$ cat config.mk
export PLATFORM = sky130hd
export DESIGN_NAME = markdown_span_colorizer
export DESIGN_NICKNAME = d
export VERILOG_FILES = /design/src/rtl/msc_pkg.sv /design/src/rtl/msc_span_tracker.sv /design/src/rtl/msc_out_fifo.sv /design/src/rtl/markdown_span_colorizer.sv
export SDC_FILE = /design/constraint.sdc
export NUM_CORES = 1
export LEC_CHECK = 0
export BUFFER_PORTS_ARGS = -buffer_cell sky130_fd_sc_hd__buf_2
export CELL_PAD_IN_SITES_DETAIL_PLACEMENT = 1
export CELL_PAD_IN_SITES_GLOBAL_PLACEMENT = 2
export CORE_MARGIN = 4
export CORE_UTILIZATION = 38
export DETAILED_ROUTE_END_ITERATION = 6
export PLACE_DENSITY = 0.89
export SLEW_MARGIN = 5
export SYNTH_ARGS = -nofsm -noshare
export SYNTH_HDL_FRONTEND = slang
export SYNTH_HIERARCHICAL = 1
export SYNTH_SLANG_ARGS = --single-unit
$ cat constraint.sdc
create_clock -name clk -period 4.2 [get_ports clk]
set_input_delay 0.42 -clock clk [delete_from_list [all_inputs] [get_ports clk]]
set_output_delay 0.42 -clock clk [all_outputs]
set_load 0.02 [all_outputs]
$ cat src/rtl/msc_pkg.sv
// ============================================================================
// msc_pkg : shared types for the markdown span colouriser
// Colour register set, result entry layout and status groups between modules.
// ============================================================================
package msc_pkg;

  localparam int CHAR_W     = 8;
  localparam int COLOR_W    = 4;
  localparam int POS_W      = 7;   // line position, holds the limit itself
  localparam int FIFO_DEPTH = 4;
  localparam int FIFO_AW    = 2;
  localparam int FIFO_CW    = 3;

  typedef struct packed {
    logic [COLOR_W-1:0] normal;
    logic [COLOR_W-1:0] bold;
    logic [COLOR_W-1:0] italic;
    logic [COLOR_W-1:0] mono;
    logic [COLOR_W-1:0] header_one;
    logic [COLOR_W-1:0] header_two;
  } colors_t;

  typedef struct packed {
    logic [CHAR_W-1:0]  character;
    logic [COLOR_W-1:0] color;
    logic               end_of_line;
    logic               last_in_run;
  } entry_t;

  typedef struct packed {
    logic   valid;
    entry_t data;
  } result_t;

  typedef struct packed {
    logic             held_valid;
    logic [POS_W-1:0] line_pos;
  } trk_status_t;

  typedef struct packed {
    logic [FIFO_CW-1:0] count;
  } fifo_status_t;

endpackage

$ cat src/rtl/msc_span_tracker.sv
// ============================================================================
// msc_span_tracker : span state and per-character colour decision
// Holds one character back, colours it against its lookahead and gives up to
// two results per character (the held one, and the final one at line end).
// ============================================================================
module msc_span_tracker
  import msc_pkg::*;
#(
  parameter int MAX_LINE = 80
) (
  input  logic              clk,
  input  logic              rst_n,
  input  logic              item_valid,
  input  logic [CHAR_W-1:0] item_char,
  input  logic              item_last,
  input  colors_t           colors,
  output result_t           res0,
  output result_t           res1,
  output trk_status_t       status
);

  localparam logic [CHAR_W-1:0] CH_STAR  = 8'h2A;
  localparam logic [CHAR_W-1:0] CH_HASH  = 8'h23;
  localparam logic [CHAR_W-1:0] CH_SPACE = 8'h20;
  localparam logic [CHAR_W-1:0] CH_QUOTE = 8'h27;
  localparam logic [CHAR_W-1:0] CH_NONE  = 8'h00;
  localparam logic [POS_W-1:0]  LIMIT    = POS_W'(MAX_LINE);
  localparam logic [POS_W-1:0]  POS_ONE  = POS_W'(1);

  typedef enum logic [2:0] {
    M_NORMAL, M_BOLD, M_ITALIC, M_MONO, M_H1, M_H2
  } mode_t;

  typedef struct packed {
    logic [COLOR_W-1:0] color;
    mode_t              mode;
    logic               pend;
  } cls_t;

  function automatic cls_t classify(
    input logic [CHAR_W-1:0] c,
    input logic [CHAR_W-1:0] nx,
    input logic [CHAR_W-1:0] prev,
    input logic              at_start,
    input mode_t             mode,
    input logic              pend,
    input colors_t           col
  );
    cls_t r;
    logic may_head;
    may_head = at_start || (prev == CH_SPACE);
    r.mode   = mode;
    r.pend   = 1'b0;
    r.color  = col.normal;
    if (pend) begin
      r.color = col.bold;
    end else begin
      case (mode)
        M_BOLD: begin
          r.color = col.bold;
          if (c == CH_STAR && nx == CH_STAR) begin
            r.pend = 1'b1;
            r.mode = M_NORMAL;
          end
        end
        M_ITALIC: begin
          r.color = col.italic;
          if (c == CH_STAR) r.mode = M_NORMAL;
        end
        M_MONO: begin
          r.color = col.mono;
          if (c == CH_QUOTE) r.mode = M_NORMAL;
        end
        M_H1: r.color = col.header_one;
        M_H2: r.color = col.header_two;
        default: begin
          if (c == CH_STAR && nx == CH_STAR) begin
            r.mode  = M_BOLD;
            r.pend  = 1'b1;
            r.color = col.bold;
          end else if (c == CH_STAR) begin
            r.mode  = M_ITALIC;
            r.color = col.italic;
          end else if (c == CH_QUOTE) begin
            r.mode  = M_MONO;
            r.color = col.mono;
          end else if (c == CH_HASH && nx == CH_HASH && may_head) begin
            r.mode  = M_H2;
            r.color = col.header_two;
          end else if (c == CH_HASH && may_head) begin
            r.mode  = M_H1;
            r.color = col.header_one;
          end else begin
            r.mode  = M_NORMAL;
            r.color = col.normal;
          end
        end
      endcase
    end
    return r;
  endfunction

  mode_t             mode_r, mode_nxt;
  logic [CHAR_W-1:0] held_r, held_nxt;
  logic              held_v_r, held_v_nxt;
  logic [CHAR_W-1:0] prev_r, prev_nxt;
  logic              pend_r, pend_nxt;
  logic [POS_W-1:0]  pos_r, pos_nxt;

  // state after the held character has been handled
  mode_t             mode_a;
  logic [CHAR_W-1:0] held_a, prev_a;
  logic              held_v_a, pend_a, run1;
  logic [POS_W-1:0]  pos_a;
  cls_t              c1, c2;

  always_comb begin
    run1 = pos_r < LIMIT;
    c1   = classify(held_r, item_char, prev_r, pos_r == POS_ONE, mode_r, pend_r, colors);

    res0.valid            = item_valid && run1 && held_v_r;
    res0.data.character   = held_r;
    res0.data.color       = c1.color;
    res0.data.end_of_line = 1'b0;

    mode_a   = res0.valid ? c1.mode : mode_r;
    pend_a   = res0.valid ? c1.pend : pend_r;
    prev_a   = res0.valid ? held_r  : prev_r;
    held_a   = run1 ? item_char : held_r;
    held_v_a = run1 | held_v_r;
    pos_a    = run1 ? pos_r + POS_ONE : pos_r;

    // past the last character the lookahead is end of line
    c2 = classify(held_a, CH_NONE, prev_a, pos_a == POS_ONE, mode_a, pend_a, colors);

    res1.valid            = item_valid && item_last && held_v_a;
    res1.data.character   = held_a;
    res1.data.color       = c2.color;
    res1.data.end_of_line = 1'b1;
    res1.data.last_in_run = 1'b1;
    res0.data.last_in_run = !res1.valid;

    mode_nxt   = mode_r;
    pend_nxt   = pend_r;
    prev_nxt   = prev_r;
    held_nxt   = held_r;
    held_v_nxt = held_v_r;
    pos_nxt    = pos_r;
    if (item_valid) begin
      if (item_last) begin
        mode_nxt   = M_NORMAL;
        pend_nxt   = 1'b0;
        prev_nxt   = CH_NONE;
        held_nxt   = CH_NONE;
        held_v_nxt = 1'b0;
        pos_nxt    = '0;
      end else begin
        mode_nxt   = mode_a;
        pend_nxt   = pend_a;
        prev_nxt   = prev_a;
        held_nxt   = held_a;
        held_v_nxt = held_v_a;
        pos_nxt    = pos_a;
      end
    end
  end

  always_ff @(posedge clk) begin
    if (!rst_n) begin
      mode_r   <= M_NORMAL;
      pend_r   <= 1'b0;
      prev_r   <= CH_NONE;
      held_r   <= CH_NONE;
      held_v_r <= 1'b0;
      pos_r    <= '0;
    end else begin
      mode_r   <= mode_nxt;
      pend_r   <= pend_nxt;
      prev_r   <= prev_nxt;
      held_r   <= held_nxt;
      held_v_r <= held_v_nxt;
      pos_r    <= pos_nxt;
    end
  end

  assign status.held_valid = held_v_r;
  assign status.line_pos   = pos_r;

endmodule

$ cat src/rtl/msc_out_fifo.sv
// ============================================================================
// msc_out_fifo : result queue
// Four-entry queue taking up to two results per cycle, one out per cycle.
// ============================================================================
module msc_out_fifo
  import msc_pkg::*;
(
  input  logic         clk,
  input  logic         rst_n,
  input  result_t      push0,
  input  result_t      push1,
  input  logic         pop,
  output entry_t       head,
  output fifo_status_t status
);

  entry_t               mem [FIFO_DEPTH];
  logic [FIFO_AW-1:0]   wr_ptr_r, wr_ptr_nxt;
  logic [FIFO_AW-1:0]   rd_ptr_r, rd_ptr_nxt;
  logic [FIFO_CW-1:0]   count_r, count_nxt;
  logic [FIFO_AW-1:0]   slot1;
  logic [FIFO_CW-1:0]   n_push;

  always_comb begin
    slot1      = push0.valid ? wr_ptr_r + FIFO_AW'(1) : wr_ptr_r;
    n_push     = FIFO_CW'(push0.valid) + FIFO_CW'(push1.valid);
    wr_ptr_nxt = wr_ptr_r + n_push[FIFO_AW-1:0];
    rd_ptr_nxt = rd_ptr_r + FIFO_AW'(pop);
    count_nxt  = count_r + n_push - FIFO_CW'(pop);
  end

  always_ff @(posedge clk) begin
    if (push0.valid) mem[wr_ptr_r] <= push0.data;
    if (push1.valid) mem[slot1]    <= push1.data;
  end

  always_ff @(posedge clk) begin
    if (!rst_n) begin
      wr_ptr_r <= '0;
      rd_ptr_r <= '0;
      count_r  <= '0;
    end else begin
      wr_ptr_r <= wr_ptr_nxt;
      rd_ptr_r <= rd_ptr_nxt;
      count_r  <= count_nxt;
    end
  end

  assign head         = mem[rd_ptr_r];
  assign status.count = count_r;

endmodule

$ cat src/rtl/markdown_span_colorizer.sv
// ============================================================================
// markdown_span_colorizer : per-character display colour for a markdown line
// Streams characters in, colours each one by bold/italic/mono/header spans,
// streams coloured characters out one character behind.
// ============================================================================
//
//  Channel | Direction | Handshake          | Payload
//  --------+-----------+--------------------+--------------------------------------
//  in_     | slave     | tvalid / tready    | tdata: character; tlast: line_end
//  out_    | master    | tvalid / tready    | tdata: out_character, color;
//          |           |                    | tlast: end_of_line; tuser: last_in_run
//  cfg_    | APB slave | psel/penable/pready| six 4-bit colour registers at 4*i
//
//  Flow: one character per cycle sustained while the result queue has room. A
//  character goes into the input register, is coloured from there and lands
//  in the result queue, which drives out_. A line-end character can give two
//  results, which the out_ side drains one a cycle; the four-entry result queue
//  sets how far the out_ side may lag.
//  Reset: synchronous, active low; clears span state and loads default colours.
//  Stalls: in_tready drops only while the input register holds a character and
//  the result queue has fewer than two free entries.
// ============================================================================
module markdown_span_colorizer
  import msc_pkg::*;
#(
  parameter int MAX_LINE = 80
) (
  input  logic        clk,
  input  logic        rst_n,
  // input channel
  input  logic        in_tvalid,
  output logic        in_tready,
  input  logic [7:0]  in_tdata,    // [7:0] character
  input  logic        in_tlast,    // line_end
  // result channel
  output logic        out_tvalid,
  input  logic        out_tready,
  output logic [15:0] out_tdata,   // [7:0] out_character, [11:8] color, [15:12] zero
  output logic        out_tlast,   // end_of_line
  output logic        out_tuser,   // last_in_run
  // configuration
  input  logic        cfg_psel,
  input  logic        cfg_penable,
  input  logic        cfg_pwrite,
  input  logic [4:0]  cfg_paddr,
  input  logic [31:0] cfg_pwdata,
  output logic [31:0] cfg_prdata,
  output logic        cfg_pready
);

  // register indexes, at byte address 4*index
  localparam logic [2:0] REG_NORMAL     = 3'd0;
  localparam logic [2:0] REG_BOLD       = 3'd1;
  localparam logic [2:0] REG_ITALIC     = 3'd2;
  localparam logic [2:0] REG_MONO       = 3'd3;
  localparam logic [2:0] REG_HEADER_ONE = 3'd4;
  localparam logic [2:0] REG_HEADER_TWO = 3'd5;

  // --------------------------------------------------------------------------
  // Colour registers
  // --------------------------------------------------------------------------
  colors_t            colors_r;
  logic               cfg_wr;
  logic [2:0]         cfg_idx;
  logic [COLOR_W-1:0] cfg_val;
  logic [COLOR_W-1:0] rd_val;

  assign cfg_pready = 1'b1;
  assign cfg_wr     = cfg_psel && cfg_penable && cfg_pwrite && cfg_pready;
  assign cfg_idx    = cfg_paddr[4:2];
  assign cfg_val    = cfg_pwdata[COLOR_W-1:0];

  always_ff @(posedge clk) begin
    if (!rst_n) begin
      colors_r.normal     <= 4'd0;
      colors_r.bold       <= 4'd6;
      colors_r.italic     <= 4'd2;
      colors_r.mono       <= 4'd5;
      colors_r.header_one <= 4'd8;
      colors_r.header_two <= 4'd4;
    end else if (cfg_wr) begin
      case (cfg_idx)
        REG_NORMAL:     colors_r.normal     <= cfg_val;
        REG_BOLD:       colors_r.bold       <= cfg_val;
        REG_ITALIC:     colors_r.italic     <= cfg_val;
        REG_MONO:       colors_r.mono       <= cfg_val;
        REG_HEADER_ONE: colors_r.header_one <= cfg_val;
        REG_HEADER_TWO: colors_r.header_two <= cfg_val;
        default: ;      // unmapped, write ignored
      endcase
    end
  end

  always_comb begin
    case (cfg_idx)
      REG_NORMAL:     rd_val = colors_r.normal;
      REG_BOLD:       rd_val = colors_r.bold;
      REG_ITALIC:     rd_val = colors_r.italic;
      REG_MONO:       rd_val = colors_r.mono;
      REG_HEADER_ONE: rd_val = colors_r.header_one;
      REG_HEADER_TWO: rd_val = colors_r.header_two;
      default:        rd_val = '0;
    endcase
  end

  assign cfg_prdata = {{(32-COLOR_W){1'b0}}, rd_val};

  // --------------------------------------------------------------------------
  // Input register
  // --------------------------------------------------------------------------
  logic              in_valid_r;
  logic [CHAR_W-1:0] in_char_r;
  logic              in_last_r;
  logic              room, consume, in_acc;
  fifo_status_t      fifo_st;
  trk_status_t       trk_st;

  // a line end may push two results, so keep two entries spare
  assign room      = fifo_st.count < FIFO_CW'(FIFO_DEPTH - 1);
  assign consume   = in_valid_r && room;
  assign in_tready = !in_valid_r || consume;
  assign in_acc    = in_tvalid && in_tready;

  always_ff @(posedge clk) begin
    if (!rst_n) begin
      in_valid_r <= 1'b0;
    end else if (in_tready) begin
      in_valid_r <= in_tvalid;
    end
  end

  always_ff @(posedge clk) begin
    if (in_acc) begin
      in_char_r <= in_tdata;
      in_last_r <= in_tlast;
    end
  end

  // --------------------------------------------------------------------------
  // Colouring and result queue
  // --------------------------------------------------------------------------
  result_t res0, res1;
  entry_t  head;

  msc_span_tracker #(
    .MAX_LINE (MAX_LINE)
  ) u_tracker (
    .clk        (clk),
    .rst_n      (rst_n),
    .item_valid (consume),
    .item_char  (in_char_r),
    .item_last  (in_last_r),
    .colors     (colors_r),
    .res0       (res0),
    .res1       (res1),
    .status     (trk_st)
  );

  msc_out_fifo u_out_fifo (
    .clk    (clk),
    .rst_n  (rst_n),
    .push0  (res0),
    .push1  (res1),
    .pop    (out_tvalid && out_tready),
    .head   (head),
    .status (fifo_st)
  );

  assign out_tvalid = fifo_st.count != '0;
  assign out_tdata  = {4'b0000, head.color, head.character};
  assign out_tlast  = head.end_of_line;
  assign out_tuser  = head.last_in_run;

  // --------------------------------------------------------------------------
  // Assertions
  // --------------------------------------------------------------------------
  a_fifo_bound : assert property (@(posedge clk) disable iff (!rst_n)
    fifo_st.count <= FIFO_CW'(FIFO_DEPTH))
    else $error("result queue overfilled");

  a_held_pos : assert property (@(posedge clk) disable iff (!rst_n)
    trk_st.held_valid == (trk_st.line_pos != '0))
    else $error("held character flag out of step with line position");

  a_pos_bound : assert property (@(posedge clk) disable iff (!rst_n)
    trk_st.line_pos <= POS_W'(MAX_LINE))
    else $error("line position past the limit");

  a_line_clear : assert property (@(posedge clk) disable iff (!rst_n)
    consume && in_last_r |=> !trk_st.held_valid)
    else $error("line state not cleared after line end");

endmodule

Word level (Yosys, flattened, before mapping)
Memory sizes are Yosys's and may differ from the RTL's. A register that Yosys moved wholly into a read port is not among the register bits.
Index checks and enable logic that the tools add are counted.

storage, ports and cells
  flip-flop bits (word level) = 69
  memories kept = 1
  memory bits (writable) = 56

memories
  memory          words  bits a word  rd ports  clocked after Yosys merged registers in  wr ports  line                source
  u_out_fifo.mem  4      14           1         1                                        2         msc_out_fifo.sv:17  entry_t mem [FIFO_DEPTH];

cells by class
  equality and inequality tests = 27
  muxes and demuxes = 37
  bitwise logic cells = 1
  reductions and logical operators = 29
  $add $sub $neg = 7
  magnitude comparators = 2

operator list
  kind                 number
  $eq 8x6->1 const B   10
  $mux 7               10
  $pmux 4 s5           2
  $mux 8               4
  $pmux 4 s6           1
  $eq 3x2->1 const B   6
  $eq 3x3->1 const B   6
  $mux 4               4
  $eq 7x1->1 const B   2
  $logic_and 1x1->1    14
  $mux 3               4
  $pmux 3 s4           1
  $reduce_and 2->1     6
  $eq 3x1->1 const B   3
  $mux 1               8
  $add 7x1->7 const B  1
  $lt 7x7->1 const B   1
  $mux 2               2
  $reduce_or 4->1      1
  $add 3x3->3          1
  $logic_not 3->1      1
  $logic_or 1x1->1     3
  $lt 3x2->1 const B   1
  $reduce_bool 3->1    1
  9 further kinds      10

Logic depth before layout (Yosys ltp)
  depth after elaboration = 14
  gate-level depth with buffers = 16

Cells and area by module
Netlist, hierarchy kept.

modules (own cells, without submodules)
  module                   times used  cells each  seq. area each (um^2)  area each (um^2)
  msc_out_fifo             1           190         1821.7                 3280.6
  msc_span_tracker         1           386         560.5                  2768.9
  markdown_span_colorizer  1           168         770.7                  1754.2

Worst setup path before layout
OpenSTA, ideal clock, no wires.

  path type = flip-flop to flip-flop
  start = register u_out_fifo.count_r[0] (netlist: u_out_fifo/status[0])
  end = register u_out_fifo.count_r[2] (netlist: u_out_fifo/status[2])
  cell stages (with the launch flop) = 17
  setup time = 0.115 ns
  data arrival time = 3.352 ns
  setup slack = 0.733 ns
  clock period less this slack = 3.467 ns
  data required time = 4.085 ns
  path buffers = 3
  cell sequence = dfxtp_1 -> a21oi_1 -> and2_1 -> clkbuf_1 -> clkbuf_1 -> clkbuf_1 -> nand2_1 -> or2_2 -> inv_1 -> ha_1 -> xor2_1 -> ha_1 -> inv_1 -> fa_1 -> xor2_1 -> xnor2_1 -> and2_1

RTL lines
  what                      line                source
  start: declaration        msc_out_fifo.sv:20  logic [FIFO_CW-1:0] count_r, count_nxt;
  start signal: assignment  msc_out_fifo.sv:45  count_r <= count_nxt;

==> impl_metrics.yaml <==
placement:
  io_buffers: 42
  hpwl_um: 14900
  place.gp.congestion: 0.920
timing:
  max_slew.worst_pin.slew_ns: 1.02
  timing.fmax_mhz: 274
  whs_ns: 0.176
  min_period_ns: 3.64
  setup_viol_count_final: 0
  fin_worst_skew_ns: 0.00798
  setup-tns-final_ns: 0
  final_max_slew_viol_count: 0
  max_slew_margin_pct: 31.8
  hold_viol: 0
  rsz0062_at_grt: "no"
  finalCritPeriodShare_pct: 86.8
worst_setup_path:
  path_class: "reg -> reg"
  r2r_end: "u_out_fifo/mem[3][4]"
  ff2ff_setup_slack_ns: 0.56
  cp_max_fo: 17
  start_kind: "flip-flop"
  reg2reg_depth: 12
  rr_startpoint: "u_out_fifo/status[0]"
  crit_path_end_kind: "flip-flop"
  crit_start: "u_out_fifo/status[0]"
  crit_required_ns: 4.37
  crit_path_end: "u_out_fifo/mem[3][4]"
  cp.arrival_ns: 3.81
floorplanning:
  die_w_um: 151
  die_h_um: 151
  initial_core_util_pct: 38.5
  core-area_mm2: 0.0202
  rows: 52
  ioPinCount: 106
  dieArea_mm2: 0.0229
flow_run:
  max-cap-violations: 0
drt:
  vias_per_cell: 5.53
  final_antenna_net_count: 0
  drt_iter0_markers: 362
  wire_per_inst_um: 20.1
  wl_um: 21300
  drc: 0
  drtPass1Iterations: 5
  via_count: 5883
clock_network:
  path_clk_slew_ns: 0.06
  cts_made_buffers: 17
  cts_root_buf: "clkbuf_16"
  htreeDepth: 4
  clock-sinks: 125
  cts-resized-gates: 0
  clkLatencyLatePin_ns: 0.42
  clockBufferDepth: 2
  postCtsSetupBuffers: 0
  hold_buffers: 0
  tritoncts: "yes"
global_routing:
  gr-total-overflow: 0
  grt_pass1_wl_um: 34100
  grt_use_total_pct: 19.5
  antenna_found_initial: 0
  grt_pass1_vias: 6005
  grt_max_degree: 52
cells_and_area:
  multiInputGateArea_mm2: 0.00420
  n_antenna_cell: 0
  drive_above_1_share_pct: 24.5
  nNetsFinal: 845
  n_fill_cell: 2251
  seqCellArea_mm2: 0.00315
  syn2layout_area_growth_pct: 11.6
  final_util_pct: 43.0
logic_synthesis:
  netlist_area_mm2: 0.00780
  synth_warnings: 6
  synthCells: 743
  syn_area_per_cell_um2: 10.5
pwr:
  power.density_mw_per_mm2: 413
  vdd_drop_max_v: 0.000265
  leakage_nw: 3.27
  power_mw: 3.59
run_status:
  status: "finished, final reports clean"
hold_path:
  hp-class: "in -> reg"
[worst min-delay path by stage]
stage / end / start / cells past startpoint
after global placement: colors_r[23] / colors_r[23] / 2
after global routing: in_char_r[3] / in_tdata[3] / 1
after detailed placement: colors_r[23] / colors_r[23] / 2
after CTS: in_char_r[4] / in_tdata[4] / 1
final: in_char_r[7] / in_tdata[7] / 1
after floorplan: colors_r[20] / colors_r[20] / 2
[power breakdown]
| part | leakage (nW) | internal (mW) | switching [mW] |
|---|---|---|---|
| combinational | 1.88 | 0.297 | 0.390 |
| sequential | 1.11 | 1.35 | 0.0952 |
| clock | 0.284 | 0.892 | 0.565 |
| total | 3.27 | 2.54 | 1.05 |
[critical path, cell delays in order, from the launching register on]
cell	delay, ns
dfxtp_1	0.32
a21oi_1	0.29
and2_1	0.26
nand2_1	0.14
or4_4	0.47
a211oi_2	0.32
o22ai_4	0.12
buf_4	0.21
and2b_1	0.23
a22oi_1	0.21
nor2_1	0.06
o32a_1	0.43
mux2_2	0.30
[state kept, by name, summed over array words and instances (netlist names)]
register	cells
u_out_fifo/rd_ptr_r	2
colors_r	24
u_tracker/pend_r	1
u_out_fifo/wr_ptr_r	2
u_tracker/mode_r	3
in_last_r	1
u_tracker/held_r	8
in_char_r	8
in_valid_r	1
u_tracker/held_v_r	1
u_out_fifo/status	3
u_tracker/pos_r	7
u_tracker/prev_r	8
u_out_fifo/mem	56
[cells in the final DEF, fill, tap and decap left out, types with 4 or more instances in the layout]
cell type	n
and2_1	17
a31oi_1	7
or3_1	4
a21oi_1	37
o22ai_1	7
o211ai_1	10
ha_1	11
xor2_1	7
a22oi_1	18
o21ai_1	5
nand2b_1	4
mux2i_1	31
edfxtp_1	65
dfxtp_1	60
nor2_1	31
nand4_1	5
buf_2	42
inv_1	21
nor2b_1	39
a221oi_1	4
clkinv_4	4
o21ai_0	22
mux2_2	54
clkbuf_16	17
mux4_2	14
mux2_4	9
buf_4	18
a211oi_1	4
o21a_1	4
nand2_1	80
nand3_1	12
conb_1	36
[stage by stage]
stage               instance area (um^2)  setup slack [ns]  std cells
finish                              8700             0.556       1063
global route                        8700             0.285       1063
CTS                                 8700             0.516       1063
detailed placement                  8110             0.547       1031
global placement                    8110             0.552       1031
floorplan                           7920             0.733        775
[per-layer routing]
layer  GRT usage, %  part of all wire (%)
met4           4.99                   1.4
met5              0                     0
met3           3.65                   5.0
met2           32.0                    48
met1           26.4                    45
[layout make-up]
cell class / count / share of cell area, %
Clock buffer: 19 / 5.09
Clock inverter: 13 / 1.64
Inverter: 22 / 0.949
Multi-Input combinational cell: 554 / 48.2
Sequential cell: 125 / 36.2
Tap cell: 270 / 3.88
Timing Repair Buffer: 60 / 3.97
Note: power is estimated with default switching activity, not from simulation.
